==> src/rtl/ntc_div.sv <==
// ---------------------------------------------------------------------------
// ntc_div
// Pipelined restoring divider, one quotient bit per stage, with a
// sideband payload that travels alongside each item.
// ---------------------------------------------------------------------------
module ntc_div #(
   parameter int N  = 46,
   parameter int D  = 17,
   parameter int PW = 1
) (
   input  logic          clock,
   input  logic          reset,
   input  logic          in_valid,
   input  logic [N-1:0]  in_num,
   input  logic [D-1:0]  in_den,
   input  logic [PW-1:0] in_pl,
   output logic          out_valid,
   output logic [N-1:0]  out_quo,
   output logic [PW-1:0] out_pl
);

   logic [D-1:0]  rem_ff  [N];
   logic [N-1:0]  work_ff [N];
   logic [D-1:0]  den_ff  [N];
   logic [PW-1:0] pl_ff   [N];
   logic          v_ff    [N];

   for (genvar j = 0; j < N; j++) begin : g_stage
      logic [D-1:0]  rem_p;
      logic [N-1:0]  work_p;
      logic [D-1:0]  den_p;
      logic [PW-1:0] pl_p;
      logic          v_p;
      logic [D:0]    trial;
      logic [D:0]    diff;
      logic          ge;
      logic [D-1:0]  rem_in;
      logic [N-1:0]  work_in;

      if (j == 0) begin : g_first
         assign rem_p  = '0;
         assign work_p = in_num;
         assign den_p  = in_den;
         assign pl_p   = in_pl;
         assign v_p    = in_valid;
      end else begin : g_next
         assign rem_p  = rem_ff[j-1];
         assign work_p = work_ff[j-1];
         assign den_p  = den_ff[j-1];
         assign pl_p   = pl_ff[j-1];
         assign v_p    = v_ff[j-1];
      end

      // trial subtract of the shifted remainder
      always_comb begin
         trial   = {rem_p, work_p[N-1]};
         diff    = trial - {1'b0, den_p};
         ge      = (trial >= {1'b0, den_p});
         rem_in  = ge ? diff[D-1:0] : trial[D-1:0];
         work_in = {work_p[N-2:0], ge};
      end

      always_ff @(posedge clock) begin
         if (reset) begin
            v_ff[j] <= 1'b0;
         end else begin
            v_ff[j] <= v_p;
         end
         rem_ff[j]  <= rem_in;
         work_ff[j] <= work_in;
         den_ff[j]  <= den_p;
         pl_ff[j]   <= pl_p;
      end
   end

   assign out_valid = v_ff[N-1];
   assign out_quo   = work_ff[N-1];
   assign out_pl    = pl_ff[N-1];

endmodule

==> config.mk <==
export PLATFORM = sky130hd
export DESIGN_NAME = ntc_div
export DESIGN_NICKNAME = d
export VERILOG_FILES = /design/src/rtl/ntc_div.sv
export SDC_FILE = /design/constraint.sdc
export NUM_CORES = 2
export LEC_CHECK = 0
export BUFFER_PORTS_ARGS = -buffer_cell sky130_fd_sc_hd__buf_2
export CAP_MARGIN = 20
export CORE_ASPECT_RATIO = 1.5
export CORE_MARGIN = 3
export CORE_UTILIZATION = 50
export DETAILED_ROUTE_END_ITERATION = 16
export PLACE_DENSITY_LB_ADDON = 0.3
export SYNTH_ARGS = -nofsm -noshare
export SYNTH_HDL_FRONTEND = slang
export SYNTH_SLANG_ARGS = --single-unit
==> constraint.sdc <==
create_clock -name clock -period 3.9 [get_ports clock]
set_clock_uncertainty 0.05 [all_clocks]
set_input_delay 0.39 -clock clock [delete_from_list [all_inputs] [get_ports clock]]
set_output_delay 0.39 -clock clock [all_outputs]
set_load 0.005 [all_outputs]
### Word level (Yosys, flattened, before mapping)

Memories as Yosys holds them, arrays and structs flattened.
Cells that the tools add are included.

| storage, ports and cells | value |
|---|---|
| bits in registers | 0 |
| bits in latches | 0 |
| memory bits (writable) | 3772 |
| memory bits (read-only) | 0 |
| input bits | 67 |
| output and inout port bits | 48 |
| logic and storage cells | 238 |
| memories kept | 5 |

| operators by class | value |
|---|---|
| $add $sub $neg | 46 |
| multiply operators | 0 |
| div/mod/pow operators | 0 |
| magnitude comparators | 46 |
| eq/ne operators | 0 |
| shift-type cells | 0 |
| multiplexer cells | 95 |
| bitwise operators | 46 |
| reduce and logical (&&, ||, !) cells | 0 |

Memories:

| memory | depth | width | read ports | clocked after Yosys merged registers in | wr ports | line | source |
|---|---|---|---|---|---|---|---|
| work_ff | 46 | 46 | 46 | 0 | 46 | 23 | `logic [N-1:0] work_ff [N];` |
| den_ff | 46 | 17 | 45 | 0 | 46 | 24 | `logic [D-1:0] den_ff [N];` |
| rem_ff | 46 | 17 | 45 | 0 | 46 | 22 | `logic [D-1:0] rem_ff [N];` |
| pl_ff | 46 | 1 | 46 | 0 | 46 | 25 | `logic [PW-1:0] pl_ff [N];` |
| v_ff | 46 | 1 | 46 | 0 | 46 | 26 | `logic v_ff [N];` |

Operator list:

| cell | count |
|---|---|
| $ge 18x17->1 | 45 |
| $mux 17 | 46 |
| $sub 17x17->17 | 45 |
| $mux 1 | 49 |
| $or 1x1->1 | 46 |
| $ge 1x17->1 | 1 |
| $sub 1x17->17 | 1 |

### Logic depth before layout (Yosys ltp)

| logic depth | value |
|---|---|
| depth after elaboration | 3 |
| depth in mapped cells | 14 |
| gate-level depth less buffers | 13 |

### Worst setup path after synthesis

OpenSTA, ideal clock, no wires.

| path | value |
|---|---|
| path type | flip-flop to flip-flop |
| from | mem work_ff[23][45], in the netlist work_ff[1][367] |
| to | mem rem_ff[24][8], in the netlist rem_ff[1][144] |
| setup time | 0.121 ns |
| arrival time | 3.008 ns |
| required time | 3.729 ns |
| slack | 0.721 ns |
| stages on the path, launching flop included | 14 |
| path buffers | 1 |
| clock period less this slack | 3.179 ns |
| cells stage by stage | dfxtp_1 inv_1 ha_1 inv_1 fa_1 a21o_1 a21oi_1 o21ai_0 and2_1 a211o_1 a41o_1 a41oi_4 buf_4 mux2_2 |

RTL lines:

| element | line |
|---|---|
| start: declaration | 23 |
| end: declaration | 22 |

==> metrics <==
status=complete, no violations; GRT overflow=0; DP Worst Slack=0.5038 ns; clock tree buffer depth=4; Top delay family on crit path=compound AO/OA/AOI/OAI gates; clock slew at reported path FFs=0.06 ns; hold violation count in the final report=0; vias in the first global route=73057; vias per cell=4.951; Gate Count Post-Synth=10164; ANT nets after route=0; CTS tree=yes; Pre-Repair DR Iteration Count=6; critical path data required time=4.59 ns; PostCTS Resize Cnt=0; Starting Density=0.5028; setup TNS=0 ns; vias=69834; post-synthesis async set-or-reset flop share=0; Die X=406.9 um; Seq cells post-synth=3738; unrepaired setup endpoints after global routing=false; r2r setup slk=0.48 ns; synthesized area=120500 um^2; final wirelength=220.4 mm; Leak=61.47 nW; VDD IR max=0.5143 mV; Worst Setup End Kind=flop; Critical-path top delay cell=fa_1; Pwr Density=845.4 nW/um^2; nets@finish=11500; worst slew pin tran=1.113 ns; crit path DAT=4.11 ns; fmax=292.5 MHz; register area=74830 um^2; startpoint types=flop; Overall Global Routing Usage=0.1767; Die Span Y=607.4 um; CORE AREA=239800 um^2; Main synth FF type=dfxtp_1; worst reg2reg startpoint=work_ff[2][183]; post-layout min period=3.419 ns; CTS Root Buffer Type=clkbuf_16; sequential share of the synthesized area=0.6208; layout overhead on the synthesized area=13.75%; Layout fillers=19679; crit path launch=work_ff[2][183]; worst path cell trace=inv_1, ha_1, inv_1, fa_1, a211oi_1, o21ai_0, a21oi_1, o31a_1, o21ai_0, a21oi_1, o21ai_2, mux2_2; Crit path buffers/inverters=2; routed len/inst=15.63 um; multi-input logic area=41580 um^2; largest net degree at the start of global routing=47; Setup Crit Path Kind=reg2reg; I/O pins=115; routability cong.=0.9028; Placed Cells=13431; die area=247100 um^2; DRC viols=0; Syn Nets=11042; Row Count=220; Skew-Pair Late Insertion Delay=0.88 ns; H-tree depth=5; # port buffers=114; first-pass GRT wire length=357.9 mm; Ys Warns=0; Slew headroom=0.2578; proportion of layout cells with a drive suffix above 1=0.1198; Hold WC Path Type=in2reg; max-slew violation count=0; CP max stage delay=0.42 ns; CTS buffer count=338; Yosys cell types=89; CP Max Fanout=18; Setup violations, final=0; Hold Crit Start=in_num[44]; EDFF count, synth=0; Final Worst Setup Slack=0.4814 ns; Post-Syn Area per Cell=11.86 um^2; clock sinks=3738; final critical-path share of the clock period=0.8766; non-filler cells in the finished layout=14104; most common cell after layout, fill and taps aside=dfxtp_1; most frequent cells in the layout=dfxtp_1, inv_1, ha_1; Max Cap Viol=0; Initial DRC Count=2925; hpwl dp=162.5 mm; antenna violations before repair=3
-- per-layer routing --
metal  wire [um]  track usage  share of wire
met1       80330       0.1704           0.36
met2      120400       0.3475           0.55
met3        6994      0.02768          0.032
met4       12720       0.1004          0.058
met5           0            0              0
-- registers in the layout, summed over array words and instances, names as in the netlist --
name     cells
rem_ff     765
pl_ff       46
den_ff     765
v_ff        46
work_ff   2116
-- area by class of cell --
| class | instances | area share |
|---|---|---|
| diodes | 7 | 0.0001278 |
| inverters | 970 | 0.02655 |
| clock inverters | 155 | 0.01357 |
| clock buffers | 441 | 0.06885 |
| flip-flops and latches | 3738 | 0.5458 |
| multi-input cells | 5338 | 0.3032 |
| repair buffers | 236 | 0.01252 |
| well taps | 3219 | 0.02937 |
-- repair_timing --
item | in CTS | in global routing
hold buffers | 68 | 0
endpoints found under the hold margin | 124 | 0
buffers inserted | 0 | 0
-- stage by stage --
step | cell area [um^2] | total power, mW | hold slack, ns | utilization
global route | 137100 | 123.1 | 0.04449 | 0.5719
CTS | 137100 | 117.4 | 0.001184 | 0.5717
finish | 137100 | 115.9 | 0.08631 | 0.5719
global placement | 125100 | 82.56 | 0.2596 | 0.5217
detailed placement | 125100 | 83.45 | 0.2621 | 0.5217
floorplan | 120500 | 75.07 | 0.2596 | -
-- final timing paths --
path / to / depth (start not counted)
setup / recovery: rem_ff[2][76] / 12
setup reg to reg: rem_ff[2][76] / 12
hold reg to reg: work_ff[1][390] / 0
hold / removal: work_ff[0][45] / 2
-- synth_stat cells (all sizes together), types with 10 or more instances --
library cell	count	share of area
a2111oi	24	0.0023
a211o	35	0.0025
a211oi	70	0.0044
a21boi	31	0.0019
a21o	263	0.016
a21oi	540	0.022
a221oi	16	0.0013
a22oi	10	0.00091
a31oi	65	0.0035
a41o	10	0.00083
a41oi	19	0.0015
and2	28	0.0015
and3	63	0.0033
and4	20	0.0015
buf	34	0.0018
clkbuf	84	0.0026
dfxtp	3738	0.62
fa	44	0.0073
ha	767	0.080
inv	966	0.030
mux2	522	0.049
mux2i	42	0.0035
nand2	346	0.011
nand2b	93	0.0048
nand3	98	0.0041
nand3b	12	0.00075
nand4	91	0.0047
nor2	388	0.012
nor2b	121	0.0063
nor3	134	0.0056
nor4	26	0.0013
o2111ai	18	0.0013
o211ai	27	0.0017
o21a	73	0.0045
o21ai	386	0.016
o21bai	94	0.0059
o22ai	12	0.00062
o31a	22	0.0016
o31ai	45	0.0028
or2	35	0.0018
or3	49	0.0025
xnor2	390	0.028
xor2	207	0.015
-- report_power, final --
part | total, mW | switching [mW] | internal [mW]
registers | 49.2 | 3.51 | 45.7
logic | 33.6 | 17.2 | 16.4
clock network | 33.1 | 13.8 | 19.3
total | 116 | 34.5 | 81.4
-- cell families (layout without fill, tap and decap cells) --
kind of cell | Yosys count | count (layout) | share of synthesized area
simple gates | 1527 | 1527 | 0.06256
other cells | 0 | 7 | 0
buf+inv | 1088 | 1802 | 0.03462
fa+ha+maj | 811 | 811 | 0.08692
mux | 564 | 564 | 0.05275
flops | 3738 | 3738 | 0.6208
xor+xnor | 597 | 597 | 0.04338
compound gates | 1839 | 1839 | 0.09899
Power figures use the tool's default switching activity.
